--- src/rtl/core/rtd_code_to_temperature_top_defines.svh ---
// assertion macros for the rtd code to temperature block
// used by rtd_code_to_temperature_top; no other dependencies
`ifndef RTD_CODE_TO_TEMPERATURE_TOP_DEFINES_SVH
`define RTD_CODE_TO_TEMPERATURE_TOP_DEFINES_SVH
`ifndef SYNTHESIS
// check gated off while reset is asserted
`define RTDCT_ASSERT(lbl, clk, rst_n, prop) \
    lbl: assert property (@(posedge clk) disable iff (!rst_n) prop) \
        else $error("rtdct assertion failed");
// check that also holds through reset
`define RTDCT_ASSERT_ALWAYS(lbl, clk, prop) \
    lbl: assert property (@(posedge clk) prop) \
        else $error("rtdct assertion failed");
`else
`define RTDCT_ASSERT(lbl, clk, rst_n, prop)
`define RTDCT_ASSERT_ALWAYS(lbl, clk, prop)
`endif
`endif

--- src/rtl/core/rtdct_pkg.sv ---
// shared types and constants for the rtd code to temperature block
// no dependencies
package rtdct_pkg;

    // configuration register indexes
    typedef enum logic [1:0] {
        REG_REFERENCE = 2'd0,
        REG_NOMINAL   = 2'd1
    } t_reg_index;

    localparam int unsigned CFG_W  = 13;
    localparam int unsigned RAW_W  = 16;
    localparam int unsigned CODE_W = 15;
    localparam int unsigned TEMP_W = 15;

    // width of the discriminant numerator and the divisor
    localparam int unsigned N_W    = 59;
    localparam int unsigned M_W    = 28;
    localparam int unsigned Q_W    = 63;
    localparam int unsigned ROOT_W = 32;

    // 1 + A*T + B*T^2 scaled to integers
    localparam logic [30:0] K_COEF   = 31'd1758480889;
    localparam logic [27:0] B_COEF   = 28'd231000000;
    localparam logic [31:0] CENTER   = 32'd2561343488;
    localparam logic [22:0] HALF_DEN = 23'd7569408;
    localparam logic [22:0] RECIP231 = 23'd4648234;
    localparam logic [21:0] POS_LIM  = 22'd3784704;
    localparam logic [21:0] NEG_LIM  = 22'd946407;

    localparam logic [TEMP_W-1:0] TEMP_MAX = 15'sd16383;
    localparam logic [TEMP_W-1:0] TEMP_MIN = -15'sd4096;

    typedef struct packed {
        logic [CFG_W-1:0] reference_ohms;
        logic [CFG_W-1:0] nominal_ohms;
    } t_cfg;

    typedef struct packed {
        logic              out_of_range;
        logic [TEMP_W-1:0] temperature;
    } t_result;

endpackage

--- src/rtl/core/rtdct_front.sv ---
// front end: ratio code times reference, scaled discriminant numerator
// depends on rtdct_pkg
module rtdct_front (
    input  logic                         i_clk,
    input  logic                         i_rst_n,
    input  logic                         i_en,
    input  logic                         i_valid,
    input  logic [rtdct_pkg::RAW_W-1:0]  i_raw,
    input  rtdct_pkg::t_cfg              i_cfg,
    output logic                         o_valid,
    output logic                         o_bad,
    output logic [rtdct_pkg::N_W-1:0]    o_num
);
    import rtdct_pkg::*;

    logic                r_v1, r_v2, r_v3;
    logic                r_nz1, r_nz2;
    logic [27:0]         r_cr;
    logic [58:0]         r_a;
    logic [55:0]         r_b;
    logic                r_bad;
    logic [N_W-1:0]      r_n;
    logic [59:0]         n_diff;

    assign n_diff = {1'b0, r_a} - {4'b0, r_b};

    // valid bits
    always_ff @(posedge i_clk) begin
        if (!i_rst_n) begin
            r_v1 <= 1'b0;
            r_v2 <= 1'b0;
            r_v3 <= 1'b0;
        end else if (i_en) begin
            r_v1 <= i_valid;
            r_v2 <= r_v1;
            r_v3 <= r_v2;
        end
    end

    // code times reference, then both products, then the difference
    always_ff @(posedge i_clk) begin
        if (i_en) begin
            r_cr  <= {13'b0, i_raw[RAW_W-1:1]} * {15'b0, i_cfg.reference_ohms};
            r_nz1 <= (i_cfg.nominal_ohms == '0);
            r_a   <= {i_cfg.nominal_ohms, 15'b0, 31'b0} == '0 ? '0 :
                     59'({i_cfg.nominal_ohms, 15'b0} * K_COEF);
            r_b   <= 56'(r_cr * B_COEF);
            r_nz2 <= r_nz1;
            r_bad <= r_nz2 | n_diff[59];
            r_n   <= n_diff[N_W-1:0];
        end
    end

    assign o_valid = r_v3;
    assign o_bad   = r_bad;
    assign o_num   = r_n;

endmodule

--- config.mk ---
export PLATFORM = sky130hd
export DESIGN_NAME = rtdct_front
export DESIGN_NICKNAME = d
export VERILOG_FILES = /design/src/rtl/core/rtd_code_to_temperature_top_defines.svh /design/src/rtl/core/rtdct_pkg.sv /design/src/rtl/core/rtdct_front.sv
export SDC_FILE = /design/constraint.sdc
export NUM_CORES = 2
export LEC_CHECK = 0
export BUFFER_PORTS_ARGS = -buffer_cell sky130_fd_sc_hd__buf_2
export CORE_ASPECT_RATIO = 2
export CORE_MARGIN = 2
export CORE_UTILIZATION = 30
export CTS_CLUSTER_DIAMETER = 120
export DETAILED_ROUTE_END_ITERATION = 16
export RECOVER_POWER = 100
export SETUP_SLACK_MARGIN = 0.5
export SLEW_MARGIN = 40
export SYNTH_ARGS = -nofsm -noshare
export SYNTH_HDL_FRONTEND = slang
export SYNTH_SLANG_ARGS = --single-unit
--- constraint.sdc ---
create_clock -name i_clk -period 12.82 [get_ports i_clk]
set_input_delay 1.282 -clock i_clk [delete_from_list [all_inputs] [get_ports i_clk]]
set_output_delay 1.282 -clock i_clk [all_outputs]
set_load 0.01 [all_outputs]
==> run_results.csv <==
group,metric,value,unit
synth,synth_area_per_cell,9.940,um^2
setup_path,crit_chain,"clkbuf_1, clkbuf_1, clkbuf_1",
detailed_routing,viasPerCell,4.775,
clock_network,tritoncts,"built",
finish,layout_commonest_cell,"inv_1",
floorplanning,die_w,233.6,um
setup_path,end_kind,"flip-flop",
timing,setup_slack,4.446,ns
timing,final.setup.tns,0,ns
setup_path,startpoint_type,"input pin",
setup_path,reg2reg_to,"r_b[48]$_DFFE_PP_",
setup_path,r2r_setup_slack,5.13,ns
timing,slew_headroom,-166.8,%
synth,ys_warn_count,0,
synth,synth-seq-cells,181,
timing,grt_setup_unrepaired,"false",
finish,drive_gt1_share,2.775,%
detailed_routing,postRouteAntennaNets,0,
job,cap_violations,3,
placement,place_hpwl,71.68,mm
synth,ys_async_sr_fraction,0,%
synth,synth_area,31630,um^2
clock_network,cts_hold_buf,0,
detailed_routing,drt_pass1_iterations,7,
placement,place_congestion,0.9500,
setup_path,critPathKind,"in -> reg",
clock_network,cts.repair.resized,0,
floorplanning,core,104700,um^2
floorplanning,dieArea,108200,um^2
global_routing,overflow,0,
outcome,violations,"capacitance limit, slew limit",
setup_path,cp-startpoint,"i_en",
worst_hold_path,hold_path_depth,0,
synth,synth.distinct_cells,81,
worst_hold_path,hold_class,"reg -> reg",
finish,fin_nets,4262,
setup_path,cp.required,12.83,ns
setup_path,slowest_stage,"clkbuf_1",
setup_path,crit_end,"r_b[55]$_DFFE_PP_",
floorplanning,initial_utilization,30.22,%
placement,io_buffers,99,
setup_path,slowest_delay,2.95,ns
floorplanning,row_count,168,
global_routing,grt_pass1_vias,24680,
detailed_routing,wl_per_cell,18.17,um
synth,syn-instance-count,3182,
synth,synth_ff_type,"edfxtp_1",
setup_path,cp_data_arrival_time,8.38,ns
synth,ys_seq_area_share,17.09,%
clock_network,cts_max_level,4,
placement,place_ws,5.253,ns
timing,period_share,65.32,%
global_routing,grt_first_pass_wirelength,131.8,mm
setup_path,timing.rr.start,"r_cr[14]$_DFFE_PP_",
setup_path,r2r_cells,25,
floorplanning,pin_count,107,
clock_network,post_cts_buffers,0,
setup_path,cpLargestDelayFamily,"buffers and inverters",
floorplanning,fp.dieH,463.2,um
global_routing,grt_usage,15.92,%
finish,final_util,32.47,%
detailed_routing,drc,0,
timing,drv_slew,186,
synth,synth-edff-count,178,
clock_network,clk_pin_slew,0.09,ns
finish,layout_common_cells,"inv_1, ha_1, fa_1",
timing,timing.final.crit_period,8.374,ns
timing,setup_viol,0,
outcome,status,"finished with violations",
clock_network,insertion_delay,0.49,ns
timing,worstMarginPinSlew,4.002,ns
setup_path,path_max_fanout,79,
detailed_routing,wl,83.64,mm
timing,hold_viol_final,0,
clock_network,clock_path_buffers,2,
setup_path,crit_buf_inv,3,
clock_network,cts.sinks,181,
clock_network,cts_buffers,17,
global_routing,grt_max_degree,104,
finish,areaGrowthSynthToFinish,7.460,%
global_routing,antenna_found_initial,2,
timing,skew,0.01306,ns
detailed_routing,vias,21990,
detailed_routing,drt_iter0_markers,873,
timing,max_freq,119.4,MHz
setup_path,cp_common_cell,"clkbuf_1",
setup_path,critical_path_depth,3,
clock_network,clockRootBuffer,"clkbuf_16",
-- sequential cells by signal, summed over array words and instances (netlist names) --
| name | count |
|---|---|
| r_v2 | 1 |
| r_b | 50 |
| r_v1 | 1 |
| r_nz1 | 1 |
| o_valid | 1 |
| r_cr | 28 |
| r_nz2 | 1 |
| o_num | 53 |
| o_bad | 1 |
| r_a | 44 |
-- layout make-up --
type | instances | area [um^2]
fill | 10860 | 70690
multi-input combinational | 2209 | 23110
sequential | 181 | 5405
inverter | 718 | 2695
tap | 1360 | 1702
timing repair buffer | 103 | 437.9
clock buffer | 17 | 425.4
clock inverter | 15 | 212.7
antenna | 1 | 2.502
-- routing by layer --
layer | wire length, um | track usage [%] | vias to the layer above
met5 | 0 | 0 | -
met4 | 6718 | 11.20 | 0
met3 | 2069 | 1.870 | 245
met2 | 47300 | 31.54 | 441
met1 | 27550 | 14.51 | 10930
li1 | - | - | 10370
-- worst min path at each step --
| stage | startpoint | end |
|---|---|---|
| 6_report | r_nz1$_DFFE_PP_ | r_nz2$_DFFE_PP_ |
| 5_1_grt | r_nz1$_DFFE_PP_ | r_nz2$_DFFE_PP_ |
| 4_1_cts | r_nz1$_DFFE_PP_ | r_nz2$_DFFE_PP_ |
| 3_5_place_dp | r_nz1$_DFFE_PP_ | r_nz2$_DFFE_PP_ |
| 3_3_place_gp | r_nz1$_DFFE_PP_ | r_nz2$_DFFE_PP_ |
| 2_1_floorplan | r_nz1$_DFFE_PP_ | r_nz2$_DFFE_PP_ |
-- through the flow --
stage / std cells / hold WS (ns) / instance area (um^2)
2_1_floorplan: 3187 / 0.4003 / 31650
3_3_place_gp: 4570 / 0.4066 / 33530
3_5_place_dp: 4570 / 0.4146 / 33540
4_1_cts: 4602 / 0.4353 / 34180
5_1_grt: 4603 / 0.4639 / 33990
6_report: 4604 / 0.4315 / 33990
-- Yosys cell counts, drive strengths merged, types with 12 or more instances --
cell type / count / area, um^2
nor2: 114 / 427.9
a21oi: 155 / 787.0
inv: 718 / 2695
nand2b: 12 / 75.07
a31oi: 18 / 112.6
buf: 17 / 113.9
nand2: 237 / 889.6
fa: 476 / 9529
and2: 75 / 469.2
nor3: 24 / 131.4
and3: 13 / 81.33
edfxtp: 178 / 5345
a211oi: 21 / 167.7
xnor2: 98 / 858.3
nor2b: 19 / 118.9
clkbuf: 62 / 234.0
o21ai: 88 / 447.9
o21bai: 31 / 232.7
nand4: 38 / 237.7
ha: 510 / 6381
nand3: 19 / 95.09
o21a: 20 / 150.1
a21o: 73 / 548.0
xor2: 57 / 499.2
-- logic make-up after synthesis --
| logic type | after synthesis | share of synthesized area (%) |
|---|---|---|
| flip-flops | 181 | 17.09 |
| multiplexers | 5 | 0.1622 |
| other | 1 | 0.01186 |
| XOR/XNOR | 155 | 4.292 |
| AND/OR/NAND/NOR | 584 | 8.774 |
| AO/OA/AOI/OAI | 473 | 9.751 |
| adder cells (fa/ha/maj) | 986 | 50.30 |
| buffers and inverters | 797 | 9.620 |
Power is left out: the tool's default activity adds up to more than one toggle a clock period on the data nets, which glitch-free logic cannot reach.
