### src/rtl/core/rtd_code_to_temperature_top_defines.svh
// assertion macros for the rtd code to temperature block
// used by rtd_code_to_temperature_top; no other dependencies
`ifndef RTD_CODE_TO_TEMPERATURE_TOP_DEFINES_SVH
`define RTD_CODE_TO_TEMPERATURE_TOP_DEFINES_SVH
`ifndef SYNTHESIS
// check gated off while reset is asserted
`define RTDCT_ASSERT(lbl, clk, rst_n, prop) \
    lbl: assert property (@(posedge clk) disable iff (!rst_n) prop) \
        else $error("rtdct assertion failed");
// check that also holds through reset
`define RTDCT_ASSERT_ALWAYS(lbl, clk, prop) \
    lbl: assert property (@(posedge clk) prop) \
        else $error("rtdct assertion failed");
`else
`define RTDCT_ASSERT(lbl, clk, rst_n, prop)
`define RTDCT_ASSERT_ALWAYS(lbl, clk, prop)
`endif
`endif

### src/rtl/core/rtdct_pkg.sv
// shared types and constants for the rtd code to temperature block
// no dependencies
package rtdct_pkg;

    // configuration register indexes
    typedef enum logic [1:0] {
        REG_REFERENCE = 2'd0,
        REG_NOMINAL   = 2'd1
    } t_reg_index;

    localparam int unsigned CFG_W  = 13;
    localparam int unsigned RAW_W  = 16;
    localparam int unsigned CODE_W = 15;
    localparam int unsigned TEMP_W = 15;

    // width of the discriminant numerator and the divisor
    localparam int unsigned N_W    = 59;
    localparam int unsigned M_W    = 28;
    localparam int unsigned Q_W    = 63;
    localparam int unsigned ROOT_W = 32;

    // 1 + A*T + B*T^2 scaled to integers
    localparam logic [30:0] K_COEF   = 31'd1758480889;
    localparam logic [27:0] B_COEF   = 28'd231000000;
    localparam logic [31:0] CENTER   = 32'd2561343488;
    localparam logic [22:0] HALF_DEN = 23'd7569408;
    localparam logic [22:0] RECIP231 = 23'd4648234;
    localparam logic [21:0] POS_LIM  = 22'd3784704;
    localparam logic [21:0] NEG_LIM  = 22'd946407;

    localparam logic [TEMP_W-1:0] TEMP_MAX = 15'sd16383;
    localparam logic [TEMP_W-1:0] TEMP_MIN = -15'sd4096;

    typedef struct packed {
        logic [CFG_W-1:0] reference_ohms;
        logic [CFG_W-1:0] nominal_ohms;
    } t_cfg;

    typedef struct packed {
        logic              out_of_range;
        logic [TEMP_W-1:0] temperature;
    } t_result;

endpackage

### src/rtl/core/rtdct_sqrt.sv
// pipelined integer square root, two radicand bits per stage
// depends on rtdct_pkg
module rtdct_sqrt (
    input  logic                          i_clk,
    input  logic                          i_rst_n,
    input  logic                          i_en,
    input  logic                          i_valid,
    input  logic                          i_bad,
    input  logic [rtdct_pkg::Q_W-1:0]     i_rad,
    output logic                          o_valid,
    output logic                          o_bad,
    output logic [rtdct_pkg::ROOT_W-1:0]  o_root
);
    import rtdct_pkg::*;

    localparam int unsigned X_W   = 2 * ROOT_W;
    localparam int unsigned REM_W = ROOT_W + 2;

    logic              r_v    [0:ROOT_W-1];
    logic              r_bd   [0:ROOT_W-1];
    logic [REM_W-1:0]  r_rem  [0:ROOT_W-1];
    logic [ROOT_W-1:0] r_root [0:ROOT_W-1];
    logic [X_W-1:0]    r_x    [0:ROOT_W-1];

    for (genvar k = 0; k < ROOT_W; k++) begin : g_step
        logic              s_v, s_bd;
        logic [REM_W-1:0]  s_rem;
        logic [ROOT_W-1:0] s_root;
        logic [X_W-1:0]    s_x;
        logic [REM_W+1:0]  n_cur, n_trial;
        logic              n_ge;

        if (k == 0) begin : g_first
            assign s_v    = i_valid;
            assign s_bd   = i_bad;
            assign s_rem  = '0;
            assign s_root = '0;
            assign s_x    = {{(X_W-Q_W){1'b0}}, i_rad};
        end else begin : g_next
            assign s_v    = r_v[k-1];
            assign s_bd   = r_bd[k-1];
            assign s_rem  = r_rem[k-1];
            assign s_root = r_root[k-1];
            assign s_x    = r_x[k-1];
        end

        // trial subtract of 4*root + 1
        assign n_cur   = {s_rem, s_x[X_W-1:X_W-2]};
        assign n_trial = {2'b0, s_root, 2'b01};
        assign n_ge    = n_cur >= n_trial;

        always_ff @(posedge i_clk) begin
            if (!i_rst_n) r_v[k] <= 1'b0;
            else if (i_en) r_v[k] <= s_v;
        end

        always_ff @(posedge i_clk) begin
            if (i_en) begin
                r_bd[k]   <= s_bd;
                r_rem[k]  <= n_ge ? REM_W'(n_cur - n_trial) : REM_W'(n_cur);
                r_root[k] <= {s_root[ROOT_W-2:0], n_ge};
                r_x[k]    <= {s_x[X_W-3:0], 2'b00};
            end
        end
    end

    assign o_valid = r_v[ROOT_W-1];
    assign o_bad   = r_bd[ROOT_W-1];
    assign o_root  = r_root[ROOT_W-1];

endmodule

### config.mk
export PLATFORM = sky130hd
export DESIGN_NAME = rtdct_sqrt
export DESIGN_NICKNAME = d
export VERILOG_FILES = /design/src/rtl/core/rtd_code_to_temperature_top_defines.svh /design/src/rtl/core/rtdct_pkg.sv /design/src/rtl/core/rtdct_sqrt.sv
export SDC_FILE = /design/constraint.sdc
export NUM_CORES = 2
export LEC_CHECK = 0
export BUFFER_PORTS_ARGS = -buffer_cell sky130_fd_sc_hd__buf_4
export CAP_MARGIN = 0
export CORE_MARGIN = 2
export CORE_UTILIZATION = 25
export DETAILED_ROUTE_END_ITERATION = 12
export MAX_ROUTING_LAYER = met4
export PLACE_DENSITY = 0.47
export SLEW_MARGIN = 20
export SYNTH_ARGS = -nofsm -noshare
export SYNTH_HDL_FRONTEND = slang
export SYNTH_MEMORY_MAX_BITS = 65536
export SYNTH_SLANG_ARGS = --single-unit
### constraint.sdc
create_clock -name i_clk -period 11 [get_ports i_clk]
set_clock_uncertainty 0.15 [all_clocks]
set_input_delay 1.65 -clock i_clk [delete_from_list [all_inputs] [get_ports i_clk]]
set_output_delay 1.65 -clock i_clk [all_outputs]
set_load 0.05 [all_outputs]
==> results by group <==
Run status
  • Outcome: finished, final reports clean

Floorplanning
  • Cell Rows: 254
  • Die height: 697 um
  • Full die area: 0.485 mm2
  • Initial Utilization: 25.1%
  • Chip width: 697 um
  • # IOs: 102
  • Core Region: 0.478 mm2

Setup path
  • Critical path's top delay family: simple AND/OR/NAND/NOR gates
  • Critical path capture point type: flop
  • Largest fanout on the critical path: 21
  • Max stage delay on crit path: 910 ps
  • Number of cells on the worst reg-to-reg path: 10
  • Critical path's most frequent cell: or4_1
  • Crit path kind: reg -> reg
  • Critical Path RT: 11520 ps
  • Crit-path cells: or4_1 -> or4_1 -> nor4b_2 -> nand3b_1 -> or4_1 -> nor3b_1 -> buf_4 -> nand2_1 -> nor4_1 -> xor2_1
  • Bufs and invs on worst path: 1
  • Startpoint Class: flop
  • CP Depth: 10
  • Critical Path AT: 4900 ps
  • Slowest cell on crit path: or4_1

Finish
  • Net count, final: 10154
  • Share of cells above drive strength 1: 7.35%
  • Most frequent cells in the layout: 2581 x edfxtp_1, 700 x inv_1, 649 x nand2_1
  • Post-Layout Cell Count: 16160
  • Most common cell after layout, fill and taps aside: edfxtp_1
  • Syn-to-layout area delta: 15.3%
  • Post-route cell area: 0.138 mm2

Flow run
  • MaxCap Viol Count: 0

Clocking
  • Clock sinks: 2582
  • Skew-Pair Late Insertion Delay: 920 ps
  • Max Root-Sink Buffers: 4
  • CTS resizes: 0
  • Cts hold-fix bufs: 0
  • Postcts setup bufs: 0
  • H-tree level count: 5
  • Clk Tree Root Cell: clkbuf_16
  • TritonCTS clock tree: done
  • Num CTS Buffers: 306
  • Clk slew on worst S/H paths: 60 ps

Yosys
  • Synth Cell Area: 0.120 mm2
  • YS warnings: 0
  • Post-synth EDFFs: 2581
  • Syn nets: 9892
  • Post-synthesis sequential area ratio: 64.6%
  • Yosys reg bits: 2582
  • Synth Area per Inst: 12.9 um2
  • Asr flop ratio synth: 0%
  • Synth unique cells: 88
  • Ys flop type: edfxtp_1
  • Cells after Synth: 9264

Detailed routing
  • DRT Wirelength: 249000 um
  • Via Count: 69773
  • DRT iter0 DRCs: 4625
  • Vias per cell: 4.32
  • Routed Antenna Nets: 0
  • Remaining DRCs: 0
  • Drt wl/cell: 15.4 um
  • Pre-antenna DRT Iters: 5

Global route
  • GRT Total Usage: 10.3%
  • GRT overflow: 0
  • Number of antenna violations at the first check in global routing: 7
  • First-pass GRT wire length: 391000 um
  • Largest net degree at the start of global routing: 195
  • Vias in the first global route: 68991

Placed design
  • Post-detail-place hpwl: 175000 um
  • Placed cell areas: 0.129 mm2
  • Pre-CTS setup slack: 6520 ps
  • Placed Cells incl. Taps: 15617
  • GPL Wtd Cong: 0.851
  • IO Port Bufs: 101

STA
  • Relative slew slack: 22.9%
  • Setup Viol. Count Final: 0
  • Unrepaired setup endpoints after global routing: false
  • Setup TNS: 0 ps
  • Fin crit share: 39.8%
  • Final setup margin: 6620 ps
  • Fin. Hold Viols: 0
  • Min cycle time layout: 4380 ps
  • Worst-Margin Slew: 1160 ps
  • Slew Limit Fails: 0
  • Maximum clock rate: 228 MHz

Worst hold path
  • Hold crit path type: reg -> reg
  • Hold Crit Depth: 0

Power
  • Maximum VDD drop: 0.193 mV
  • PnR Total Power: 28.4 mW
  • P_leak: 51.0 nW
  • Power per standard cell area: 206 mW/mm2
==> kinds of logic (layout without fill, tap and decap cells) <==
kind of cell / count (synthesis) / in the layout / share of synthesized area (%)
buffers and inverters: 909 / 1403 / 2.86
xor gates and xnor gates: 864 / 864 / 6.31
adders and majority gates: 560 / 560 / 5.84
and+or+nand+nor: 2396 / 2396 / 9.98
AOI/OAI and AO/OA: 1874 / 1874 / 9.66
other: 1 / 3 / 0.00313
DFF: 2582 / 2582 / 64.6
muxes: 78 / 78 / 0.722
==> worst reg2reg max path, delay by kind of cell, from the launching register on <==
family	cells	cell delay, ps
and+or+nand+nor	8	3190
DFF	1	460
buffers and inverters	1	180
xor gates and xnor gates	1	150
==> power breakdown <==
part           internal (mW)  switching [mW]  total [mW]
Sequential              12.4           0.798        13.2
Combinational           2.30            3.24        5.54
Clock                   5.57            4.09        9.65
Total                   20.3            8.13        28.4
==> synth_stat cells (all sizes together) (70+ instances only) <==
library cell / n / share of area (%)
ha: 560 / 5.8
nand2: 649 / 2.0
o21a: 100 / 0.63
inv: 707 / 2.2
clkbuf: 184 / 0.58
nor2: 518 / 1.6
nand3: 136 / 0.57
a21o: 256 / 1.6
o21ai: 529 / 2.2
nand4: 119 / 0.63
and3: 70 / 0.37
nor4: 126 / 0.66
nor2b: 88 / 0.46
edfxtp: 2581 / 65
xor2: 418 / 3.1
xnor2: 446 / 3.3
nand2b: 119 / 0.62
a21oi: 548 / 2.3
or3: 84 / 0.44
nor3: 234 / 0.98
==> flip-flops by register name (all words and copies together) (netlist names) <==
register,cells
r_x,992
r_v,32
r_root,528
r_bd,32
r_rem,998
==> stage by stage <==
| stage | utilization [%] | hold slack, ps |
|---|---|---|
| after CTS | 28.9 | 227 |
| after global placement | 26.9 | 250 |
| after detailed placement | 26.9 | 255 |
| final | 28.9 | 223 |
| after global routing | 28.9 | 229 |
| after floorplan | - | 250 |
==> metal layers <==
metal / global-route usage (%) / part of all wire (%) / vias up
met3: 1.58 / 3.9 / 432
met1: 12.7 / 45 / 33411
li1: - / - / 34916
met5: - / 0 / -
met4: 2.89 / 2.7 / 0
met2: 17.3 / 49 / 1014
==> final timing paths <==
| kind | endpoint | slack [ps] | start |
|---|---|---|---|
| setup reg to reg | r_rem[0][196] | 6620 | r_rem[0][146] |
| hold / removal | r_x[7][34] | 220 | r_x[6][32] |
| hold reg to reg | r_x[7][34] | 220 | r_x[6][32] |
| setup / recovery | r_rem[0][196] | 6620 | r_rem[0][146] |
==> area by class of cell <==
class | count | area (um2)
diodes | 2 | 5.00
clock buffers | 371 | 8010
clock inverters | 169 | 1540
fillers | 48721 | 340000
inverters | 707 | 2650
multi-input cells | 5773 | 39200
flip-flops and latches | 2582 | 77500
well taps | 6400 | 8010
repair buffers | 156 | 1350
No activity file was read; power rests on OpenSTA's default activity.
