$ cat src/rtl/core/rtd_code_to_temperature_top_defines.svh
// assertion macros for the rtd code to temperature block
// used by rtd_code_to_temperature_top; no other dependencies
`ifndef RTD_CODE_TO_TEMPERATURE_TOP_DEFINES_SVH
`define RTD_CODE_TO_TEMPERATURE_TOP_DEFINES_SVH
`ifndef SYNTHESIS
// check gated off while reset is asserted
`define RTDCT_ASSERT(lbl, clk, rst_n, prop) \
    lbl: assert property (@(posedge clk) disable iff (!rst_n) prop) \
        else $error("rtdct assertion failed");
// check that also holds through reset
`define RTDCT_ASSERT_ALWAYS(lbl, clk, prop) \
    lbl: assert property (@(posedge clk) prop) \
        else $error("rtdct assertion failed");
`else
`define RTDCT_ASSERT(lbl, clk, rst_n, prop)
`define RTDCT_ASSERT_ALWAYS(lbl, clk, prop)
`endif
`endif

$ cat src/rtl/core/rtdct_pkg.sv
// shared types and constants for the rtd code to temperature block
// no dependencies
package rtdct_pkg;

    // configuration register indexes
    typedef enum logic [1:0] {
        REG_REFERENCE = 2'd0,
        REG_NOMINAL   = 2'd1
    } t_reg_index;

    localparam int unsigned CFG_W  = 13;
    localparam int unsigned RAW_W  = 16;
    localparam int unsigned CODE_W = 15;
    localparam int unsigned TEMP_W = 15;

    // width of the discriminant numerator and the divisor
    localparam int unsigned N_W    = 59;
    localparam int unsigned M_W    = 28;
    localparam int unsigned Q_W    = 63;
    localparam int unsigned ROOT_W = 32;

    // 1 + A*T + B*T^2 scaled to integers
    localparam logic [30:0] K_COEF   = 31'd1758480889;
    localparam logic [27:0] B_COEF   = 28'd231000000;
    localparam logic [31:0] CENTER   = 32'd2561343488;
    localparam logic [22:0] HALF_DEN = 23'd7569408;
    localparam logic [22:0] RECIP231 = 23'd4648234;
    localparam logic [21:0] POS_LIM  = 22'd3784704;
    localparam logic [21:0] NEG_LIM  = 22'd946407;

    localparam logic [TEMP_W-1:0] TEMP_MAX = 15'sd16383;
    localparam logic [TEMP_W-1:0] TEMP_MIN = -15'sd4096;

    typedef struct packed {
        logic [CFG_W-1:0] reference_ohms;
        logic [CFG_W-1:0] nominal_ohms;
    } t_cfg;

    typedef struct packed {
        logic              out_of_range;
        logic [TEMP_W-1:0] temperature;
    } t_result;

endpackage

$ cat src/rtl/core/rtdct_post.sv
// back end: offset, scale by 20/231, round, saturate
// depends on rtdct_pkg
module rtdct_post #(
    parameter int unsigned FRACTION_BITS = 4
) (
    input  logic                          i_clk,
    input  logic                          i_rst_n,
    input  logic                          i_en,
    input  logic                          i_valid,
    input  logic                          i_bad,
    input  logic [rtdct_pkg::ROOT_W-1:0]  i_root,
    output logic                          o_valid,
    output rtdct_pkg::t_result            o_result
);
    import rtdct_pkg::*;

    localparam int unsigned MULT   = 20 << FRACTION_BITS;
    localparam int unsigned MULT_W = $clog2(MULT + 1);
    localparam int unsigned MAG_W  = ROOT_W + 1;
    localparam int unsigned NUM_W  = MAG_W + MULT_W;
    localparam int unsigned W_W    = NUM_W + 1 - 16;

    logic               r_v [0:4];
    logic               r_bd [0:3];
    logic               r_neg [0:3];
    logic [MAG_W-1:0]   r_mag;
    logic [NUM_W-1:0]   r_num;
    logic [21:0]        r_w;
    logic               r_psat, r_nsat;
    logic               r_psat2, r_nsat2;
    logic [44:0]        r_prod;
    t_result            r_res;

    logic [MAG_W:0]     n_d;
    logic [NUM_W:0]     n_sum;
    logic [W_W-1:0]     n_w;
    logic [13:0]        n_r;

    assign n_d   = {2'b0, CENTER} - {2'b0, i_root};
    assign n_sum = {1'b0, r_num} + (NUM_W+1)'(HALF_DEN);
    assign n_w   = n_sum[NUM_W:16];
    assign n_r   = r_prod[43:30];

    // valid bits
    always_ff @(posedge i_clk) begin
        if (!i_rst_n) begin
            for (int i = 0; i < 5; i++) r_v[i] <= 1'b0;
        end else if (i_en) begin
            r_v[0] <= i_valid;
            for (int i = 1; i < 5; i++) r_v[i] <= r_v[i-1];
        end
    end

    always_ff @(posedge i_clk) begin
        if (i_en) begin
            // magnitude of the offset root
            r_bd[0]  <= i_bad;
            r_neg[0] <= n_d[MAG_W];
            r_mag    <= n_d[MAG_W] ? MAG_W'(-n_d) : n_d[MAG_W-1:0];
            // scale by 20 * 2^fraction_bits
            r_bd[1]  <= r_bd[0];
            r_neg[1] <= r_neg[0];
            r_num    <= NUM_W'(r_mag * MULT_W'(MULT));
            // round off the 2^16 part, check the limits
            r_bd[2]  <= r_bd[1];
            r_neg[2] <= r_neg[1];
            r_w      <= n_w[21:0];
            r_psat   <= n_w >= W_W'(POS_LIM);
            r_nsat   <= n_w >= W_W'(NEG_LIM);
            // divide by 231 through the reciprocal
            r_bd[3]  <= r_bd[2];
            r_neg[3] <= r_neg[2];
            r_prod   <= r_w * RECIP231;
            r_psat2  <= r_psat;
            r_nsat2  <= r_nsat;
            // sign and saturation
            if (r_bd[3]) begin
                r_res.temperature  <= TEMP_MAX;
                r_res.out_of_range <= 1'b1;
            end else if (r_neg[3]) begin
                r_res.temperature  <= r_nsat2 ? TEMP_MIN : TEMP_W'(-{1'b0, n_r});
                r_res.out_of_range <= r_nsat2;
            end else begin
                r_res.temperature  <= r_psat2 ? TEMP_MAX : {1'b0, n_r};
                r_res.out_of_range <= r_psat2;
            end
        end
    end

    assign o_valid  = r_v[4];
    assign o_result = r_res;

endmodule

$ cat config.mk
export PLATFORM = sky130hd
export DESIGN_NAME = rtdct_post
export DESIGN_NICKNAME = d
export VERILOG_FILES = /design/src/rtl/core/rtd_code_to_temperature_top_defines.svh /design/src/rtl/core/rtdct_pkg.sv /design/src/rtl/core/rtdct_post.sv
export SDC_FILE = /design/constraint.sdc
export NUM_CORES = 1
export LEC_CHECK = 0
export BUFFER_PORTS_ARGS = -buffer_cell sky130_fd_sc_hd__buf_2
export CAP_MARGIN = 30
export CORE_ASPECT_RATIO = 0.5
export CORE_MARGIN = 3
export CORE_UTILIZATION = 50
export CTS_CLUSTER_DIAMETER = 60
export DETAILED_ROUTE_END_ITERATION = 12
export PLACE_DENSITY = 0.66
export SLEW_MARGIN = 20
export SYNTH_ARGS = -nofsm -noshare
export SYNTH_HDL_FRONTEND = slang
export SYNTH_SLANG_ARGS = --single-unit
$ cat constraint.sdc
create_clock -name i_clk -period 8.7 [get_ports i_clk]
set_input_delay 1.74 -clock i_clk [delete_from_list [all_inputs] [get_ports i_clk]]
set_output_delay 1.74 -clock i_clk [all_outputs]
set_load 0.01 [all_outputs]
==> flow_summary.json, run 1 <==
{
  "num_vias": 11540,
  "cts_tree": "yes",
  "htreeDepth": 4,
  "syn_inst": 1624,
  "critical_path.max_stage_delay_ps": 680,
  "fin_crit_ps": 6924,
  "worstSetupPathType": "reg -> reg",
  "synth_edf_count": 129,
  "cp_slowest_cell": "o41ai_1",
  "wirelength_mm": 34.65,
  "placedCellCount": 2082,
  "placementRows": 46,
  "drtIter0Drc": 663,
  "grt_pass1_wl_mm": 57.09,
  "drive_above_1_share": 0.06532,
  "cts_resized": 0,
  "worstMarginPinSlew_ps": 976.5,
  "grt_max_degree": 80,
  "cts.sinks": 129,
  "reg2reg_slack_ps": 1780,
  "clock_latency_ps": 420,
  "cts_buffer_depth": 2,
  "die_w_um": 263.7,
  "hpwl_mm": 29.39,
  "worst_ep_arrival_time_ps": 7090,
  "cts_setup_buffers": 0,
  "worst_setup_path_start_kind": "flip-flop",
  "yosys_warnings": 0,
  "antenna_found_initial": 0,
  "end_kind": "flip-flop",
  "via_per_inst": 5.455,
  "groute.usage.overall": 0.1999,
  "yosysSeqAreaShare": 0.2334,
  "post_synth.cell_area_avg_um2": 10.22,
  "drv_cap": 0,
  "fin_crit_sh": 0.7959,
  "drv_slew": 0,
  "post-route-drc-count": 0,
  "path_clk_slew_ps": 60,
  "rsz0062_at_grt": "no",
  "cts_buffers": 17,
  "first_pass_iters": 5,
  "status": "complete, no violations",
  "timing.fmax_mhz": 144.4,
  "grt_pass1_vias": 11220,
  "fin_nets": 2160,
  "ys.flop_type": "edfxtp_1",
  "final-setup-viol-count": 0,
  "path_max_fanout": 6,
  "placement.io_buffers": 53,
  "min_path_type": "reg -> reg",
  "regArea_um2": 3874,
  "area_growth_pct": 7.967,
  "die_area_um2": 35550,
  "fillerInstances": 2805,
  "synth.distinct_cells": 76,
  "path_common_cell": "fa_1",
  "finClkSkew_ps": 9.130,
  "core_area_um2": 32170,
  "syn_area_um2": 16600,
  "cts_hold_buffers": 0,
  "multi_input_area_um2": 11400,
  "worst-path-buf-inv": 4,
  "crit_chain": "ha_1, inv_1, fa_1, fa_1, inv_1, fa_1, fa_1, fa_1, inv_1, fa_1, inv_1, ha_1, a21oi_1, o21ai_0, a311oi_1, o21ai_0, o41ai_1, a21oi_1, a221oi_1, xnor2_1",
  "cp_top_family": "adder cells",
  "hold_violations": 0,
  "required_ps": 8860,
  "dieHeight_um": 134.8,
  "antennaDiodeCount": 0,
  "pin_count": 54,
  "start_util": 0.5159,
  "grt_overflow_total": 0,
  "cts_root_buffer": "clkbuf_16",
  "async_reset_ff_frac": 0,
  "postRouteAntennaNets": 0,
  "post_drt_wl_per_cell_um": 16.38,
  "synthesis.nets": 2113,
  "ys_ff_latch": 129,
  "relSlewSlack": 0.3490,
  "final_cells": 2116,
  "tns_ps": 0,
  "gp_congestion": 0.9197
}
[cells by family (layout without fill, tap and decap cells)]
logic type / Yosys count / after routing / synth area share
xor gates and xnor gates: 113 / 113 / 0.05962
other: 1 / 1 / 0.0002259
and+or+nand+nor: 308 / 308 / 0.09527
adders and majority gates: 452 / 452 / 0.4216
buffers and inverters: 350 / 410 / 0.07975
DFF: 129 / 129 / 0.2334
muxes: 6 / 6 / 0.003693
AOI/OAI and AO/OA: 265 / 265 / 0.1064
[layer usage]
metal,up-vias,global-route usage,wire length [um],part of all wire
met5,-,0,0,0
met1,5596,0.2852,16380,0.47
met4,0,0.03301,289,0.0083
met3,23,0.04042,1924,0.056
met2,253,0.3229,16060,0.46
li1,5671,-,-,-
[flip-flops by register name, indices dropped and copies added, names as in the netlist, 4 cells and up]
name      flops
o_result     16
r_mag        33
r_num        27
r_neg         4
r_v           5
r_prod       14
r_w          22
r_bd          4
[through the flow]
| step | area [um^2] | utilization | hold WS [ps] | setup slack, ps |
|---|---|---|---|---|
| after floorplan | 16600 | - | 400.3 | 2568 |
| after global placement | 17300 | 0.5378 | 401.9 | 2027 |
| after CTS | 17900 | 0.5563 | 420.1 | 1843 |
| after detailed placement | 17300 | 0.5378 | 405.2 | 1858 |
| after global routing | 17920 | 0.5571 | 439.1 | 1428 |
| final | 17920 | 0.5571 | 418.7 | 1776 |
[path summary, 6_finish.rpt]
kind / start / to / cells after the start
setup reg to reg: r_w[15] / r_prod[37] / 20
hold reg to reg: r_psat / r_psat2 / 0
setup / recovery: r_w[15] / r_prod[37] / 20
hold / removal: r_psat / r_psat2 / 0
[cell usage after synthesis, drive strengths merged (5+ instances only)]
cell type	count	area (um^2)
nand2b	13	81.33
clkbuf	25	93.84
inv	321	1205
nor3	40	205.2
o21bai	5	37.54
nor2	51	191.4
a211oi	11	82.58
nand3	27	135.1
o31ai	12	100.1
nor4	7	43.79
a211o	5	43.79
or3	17	108.9
nand2	79	299.0
or4	5	38.79
a41oi	6	52.55
or2	9	56.31
o311ai	8	70.07
ha	273	3416
nand4	15	93.84
o211ai	10	75.07
and3	17	106.4
xor2	44	385.4
a31oi	8	50.05
a21o	19	142.6
o21ai	62	310.3
xnor2	69	604.3
a21boi	5	37.54
mux2i	5	50.05
a21oi	75	375.4
edfxtp	129	3874
nor2b	7	43.79
fa	179	3583
[cell type report]
class	instances	share of cell area
clock inverter	15	0.009355
inverter	321	0.06723
clock buffer	17	0.02374
timing repair buffer	57	0.01717
multi-input combinational	1145	0.6362
tap	432	0.03016
sequential	129	0.2161
[cells in the final DEF, fill, tap and decap left out, types with 6 or more instances in the layout]
cell type,instances
a211oi_1,11
a41oi_1,6
buf_2,52
nor4_1,7
o21ai_0,58
a21oi_1,75
o211ai_1,10
inv_1,320
a21o_1,19
nor2b_1,7
and3_1,17
a31oi_1,8
or3_1,15
fa_1,179
o311ai_0,8
clkbuf_16,17
xnor2_1,69
or2_2,8
nand2_1,78
edfxtp_1,129
ha_1,273
xor2_1,44
o31ai_1,10
nand2b_1,13
nand4_1,15
nor2_1,51
nand3_1,27
nor3_1,39
[worst register-to-register path, cell delays in order, from the launching register on]
cell	delay, ps
edfxtp_1	520
ha_1	390
inv_1	100
fa_1	510
fa_1	510
inv_1	50
fa_1	490
fa_1	520
fa_1	550
inv_1	50
fa_1	490
inv_1	40
ha_1	320
a21oi_1	150
o21ai_0	110
a311oi_1	270
o21ai_0	200
o41ai_1	680
a21oi_1	230
a221oi_1	390
xnor2_1	90
Power of run 1 is left out: the tool's default activity adds up to more than one toggle a clock period on the data nets, which glitch-free logic cannot reach.
==> run 2: changes to the inputs <==
- PLACE_DENSITY: 0.66 -> 0.69
- clock period: 8.7 -> 5.89 ns (I/O delays scaled with it)
==> flow_summary.json, run 2 (synthesis results as in run 1) <==
{
  "fin_nets": 2343,
  "first_pass_iters": 8,
  "via_per_inst": 5.402,
  "die_area_um2": 35550,
  "path_max_fanout": 4,
  "timing.fmax_mhz": 164.4,
  "gp_congestion": 0.9062,
  "dieHeight_um": 134.8,
  "start_util": 0.5159,
  "min_path_type": "reg -> reg",
  "htreeDepth": 4,
  "drtIter0Drc": 813,
  "postRouteAntennaNets": 0,
  "final-setup-viol-count": 10,
  "tns_ps": -973.3,
  "path_clk_slew_ps": 60,
  "regMostFlops": "r_mag",
  "cts_buffer_depth": 2,
  "grt_pass1_wl_mm": 63.31,
  "place_ws_ps": -477.2,
  "status": "finished with violations",
  "end_kind": "flip-flop",
  "top_regs": "r_mag (33), r_num (27), r_w (22)",
  "crit_chain": "buf_6, ha_4, inv_2, fa_1, fa_1, inv_2, fa_1, fa_1, fa_1, inv_2, fa_1, inv_2, ha_4, and4_4, nand3_2, or3_4, a21oi_4, o21ai_4, nand3b_1, a21oi_2, xnor2_1",
  "worst_setup_path_start_kind": "flip-flop",
  "drv_cap": 0,
  "area_growth_pct": 21.23,
  "holdWs_ps": 417.2,
  "antenna_found_initial": 0,
  "rsz0062_at_grt": "yes",
  "cp_slowest_cell": "fa_1",
  "worst_ep_arrival_time_ps": 6250,
  "final_cell_mix": "294 x inv_1, 232 x ha_1, 170 x buf_4",
  "cts_root_buffer": "clkbuf_16",
  "placementRows": 46,
  "groute.usage.overall": 0.2222,
  "cts_tree": "yes",
  "wirelength_mm": 38.88,
  "fin_crit_ps": 6082,
  "critical_path.max_stage_delay_ps": 570,
  "violations": "negative setup slack",
  "grt_overflow_total": 0,
  "finClkSkew_ps": 10.91,
  "num_vias": 12420,
  "cts.sinks": 129,
  "grt_pass1_vias": 12640,
  "clock_latency_ps": 420,
  "drive_above_1_share": 0.2250,
  "core_area_um2": 32170,
  "worst_slack_ps": -192.0,
  "antennaDiodeCount": 0,
  "drv_slew": 0,
  "die_w_um": 263.7,
  "post-route-drc-count": 0,
  "final_common_cell": "inv_1",
  "hold_violations": 0,
  "path_common_cell": "fa_1",
  "required_ps": 6060,
  "cts_buffers": 17,
  "placement.io_buffers": 53,
  "hpwl_mm": 30.90,
  "relSlewSlack": 0.3844,
  "grt_max_degree": 77,
  "worstMarginPinSlew_ps": 923.4,
  "fin_crit_sh": 1.033,
  "worstSetupPathType": "reg -> reg",
  "largest_reg_flops": 33,
  "pin_count": 54,
  "post_drt_wl_per_cell_um": 16.91
}
[run 2: cell count changes in the layout (fill, tap and decap cells not counted), sizes merged]
cell          change
clkinv            +1
inv               -5
clkinvlp          +3
clkbuf            +1
buf             +182
dlymetal6s2s      +1
[run 2: per-stage QoR]
| step | util | cells | instance area [um^2] |
|---|---|---|---|
| floorplan | - | 1624 | 16640 |
| global placement | 0.5739 | 2231 | 18470 |
| detailed placement | 0.5739 | 2231 | 18470 |
| CTS | 0.6101 | 2285 | 19630 |
| global route | 0.6255 | 2299 | 20120 |
| finish | 0.6255 | 2299 | 20120 |
[run 2: worst paths after layout]
| kind | startpoint | to | slack (ps) | cells past startpoint |
|---|---|---|---|---|
| hold reg to reg | r_psat | r_psat2 | 420 | 0 |
| hold / removal | r_psat | r_psat2 | 420 | 0 |
| setup reg to reg | r_w[12] | r_prod[43] | -190 | 21 |
| setup / recovery | r_w[12] | r_prod[43] | -190 | 21 |
[run 2: what timing repair did]
item | CTS | global route
buffers inserted | 24 | 13
resized for setup | 84 | 76
pin swaps | 79 | 88
endpoints found under the setup margin | 13 | 14
hold buffers | 0 | 0
[run 2: cell type report]
class	instances	area (um^2)
Sequential cell	129	3874
Timing Repair Buffer	240	1745
Inverter	321	1210
Multi-Input combinational cell	1145	12190
Clock inverter	14	130.1
Clock buffer	18	429.2
Tap cell	432	540.5
Fill cell	2507	12050
[run 2: layer usage]
metal	vias to the layer above	GRT usage	share of wire
met4	0	0.05257	0.020
li1	6032	-	-
met2	251	0.3789	0.48
met5	-	0	0
met3	59	0.02658	0.038
met1	6077	0.3062	0.46
[run 2: worst max-delay path, delay by kind of cell, from the launching register on]
family | cells | cell delay, ps
XOR/XNOR | 1 | 120
adder cells (fa/ha/maj) | 8 | 3610
buffers and inverters | 5 | 350
flip-flops | 1 | 450
AO/OA/AOI/OAI | 3 | 460
AND/OR/NAND/NOR | 4 | 850
Power of run 2 is left out for the same reason.
==> run 3: changes to the inputs <==
- CELL_PAD_IN_SITES_DETAIL_PLACEMENT: default -> 0
- CELL_PAD_IN_SITES_GLOBAL_PLACEMENT: default -> 2
- CORE_ASPECT_RATIO: 0.5 -> 0.8
- CORE_UTILIZATION: 50 -> 39
- PLACE_DENSITY: 0.69 -> default
- PLACE_DENSITY_LB_ADDON: default -> 0.1
==> flow_summary.json, run 3 (synthesis results as in run 1) <==
{
  "status": "finished with violations",
  "violations": "negative setup slack",
  "end_kind": "flip-flop",
  "cts_buffer_depth": 2,
  "clock_latency_ps": 430,
  "required_ps": 6060,
  "drv_slew": 0,
  "pin_count": 54,
  "fin_crit_sh": 1.029,
  "worst_ep_arrival_time_ps": 6230,
  "start_util": 0.4020,
  "drv_cap": 0,
  "min_path_type": "reg -> reg",
  "path_clk_slew_ps": 60,
  "reg2reg_slack_ps": -170,
  "fillerInstances": 3855,
  "grt_pass1_vias": 12720,
  "timing.fmax_mhz": 165.0,
  "worst_slack_ps": -170.4,
  "critical_path.max_stage_delay_ps": 600,
  "path_common_cell": "fa_1",
  "regMostFlops": "r_mag",
  "worstMarginPinSlew_ps": 1001,
  "wirelength_mm": 41.40,
  "fin_nets": 2348,
  "post-route-drc-count": 0,
  "cp_top_family": "adder cells",
  "place_ws_ps": -452.6,
  "hpwl_mm": 35.08,
  "area_growth_pct": 22.80,
  "post_drt_wl_per_cell_um": 17.14,
  "drtIter0Drc": 553,
  "rsz0062_at_grt": "yes",
  "grt_max_degree": 53,
  "crit_chain": "buf_6, ha_2, fa_1, inv_1, fa_1, inv_1, fa_1, fa_1, fa_1, ha_1, ha_4, a21oi_1, o21ai_1, a311oi_2, o21ai_2, o41ai_4, a21oi_4, a221oi_2, xnor2_1",
  "largest_reg_flops": 33,
  "postRouteAntennaNets": 0,
  "cts_hold_buffers": 0,
  "worstSetupPathType": "reg -> reg",
  "final_common_cell": "inv_1",
  "antennaDiodeCount": 0,
  "hold_violations": 0,
  "first_pass_iters": 5,
  "final-setup-viol-count": 13,
  "gp_congestion": 0.8473,
  "cts_tree": "yes",
  "placementRows": 66,
  "via_per_inst": 5.046,
  "path_max_fanout": 3,
  "cp_slowest_cell": "fa_1",
  "drive_above_1_share": 0.2233,
  "die_w_um": 236.7,
  "fin_crit_ps": 6060,
  "cts_buffers": 17,
  "tns_ps": -1149,
  "top_regs": "r_mag (33), r_num (27), r_w (22)",
  "cts_root_buffer": "clkbuf_16",
  "placement.io_buffers": 53,
  "num_vias": 12190,
  "worst_setup_path_start_kind": "flip-flop",
  "core_area_um2": 41290,
  "htreeDepth": 4,
  "worst-path-buf-inv": 3,
  "finClkSkew_ps": 14.28,
  "die_area_um2": 45090,
  "cts.sinks": 129,
  "final_cell_mix": "298 x inv_1, 236 x ha_1, 177 x buf_4",
  "dieHeight_um": 190.5,
  "groute.usage.overall": 0.1903,
  "antenna_found_initial": 0,
  "grt_pass1_wl_mm": 68.27,
  "relSlewSlack": 0.3325,
  "grt_overflow_total": 0
}
## run 3: cell types whose count changed in the layout (fill, tap and decap cells not counted), moves of 2 or more
cell	previous run	this run
inv_1	294	298
nor3_2	4	2
nor3_1	35	37
ha_2	7	4
clkinv_4	2	0
buf_4	170	177
bufinv_16	1	6
nor2_4	3	1
a21oi_1	62	64
inv_2	25	20
o21ai_1	6	8
a21oi_2	11	8
ha_1	232	236
## run 3: stage by stage
step / utilization / hold slack [ps] / cell area, um^2 / cells
global route: 0.4937 / 416.5 / 20380 / 2416
detailed placement: 0.4512 / 405.6 / 18630 / 2346
CTS: 0.4855 / 411.6 / 20050 / 2407
finish: 0.4937 / 410.1 / 20380 / 2416
floorplan: - / 400.3 / 16640 / 1624
global placement: 0.4512 / 401.3 / 18630 / 2346
## run 3: timing repair
action                     in CTS  in global routing
pin swaps                     101                 29
gates resized for setup        99                 51
setup buffers                  33                  8
setup endpoints to repair      14                 14
## run 3: final timing paths
check,startpoint,end,cells past startpoint
worst min-delay path,r_bd[2],r_bd[3],0
worst min register to register,r_bd[2],r_bd[3],0
worst max register to register,r_w[17],r_prod[37],19
worst max-delay path,r_w[17],r_prod[37],19
## run 3: cell type report
| cell class | instances | area [um^2] | share of cell area |
|---|---|---|---|
| Clock buffer | 18 | 429.2 | 0.02105 |
| Inverter | 321 | 1214 | 0.05954 |
| Clock inverter | 14 | 249.0 | 0.01221 |
| Tap cell | 544 | 680.7 | 0.03339 |
| Sequential cell | 129 | 3874 | 0.1900 |
| Timing Repair Buffer | 245 | 1757 | 0.08618 |
| Multi-Input combinational cell | 1145 | 12180 | 0.5976 |
## run 3: per-layer routing
layer	vias up	wire, um	track usage
met1	5946	21820	0.2892
met3	17	1446	0.02762
met4	0	280	0.02348
met2	183	17850	0.2957
li1	6045	-	-
met5	-	0	0
## run 3: worst reg2reg max path, delay by kind of cell (launching register included)
kind | cells | cell delay, ps
flops | 1 | 480
buf+inv | 3 | 300
xor+xnor | 1 | 90
compound gates | 7 | 1410
fa+ha+maj | 8 | 3550
Power of run 3 is left out for the same reason.
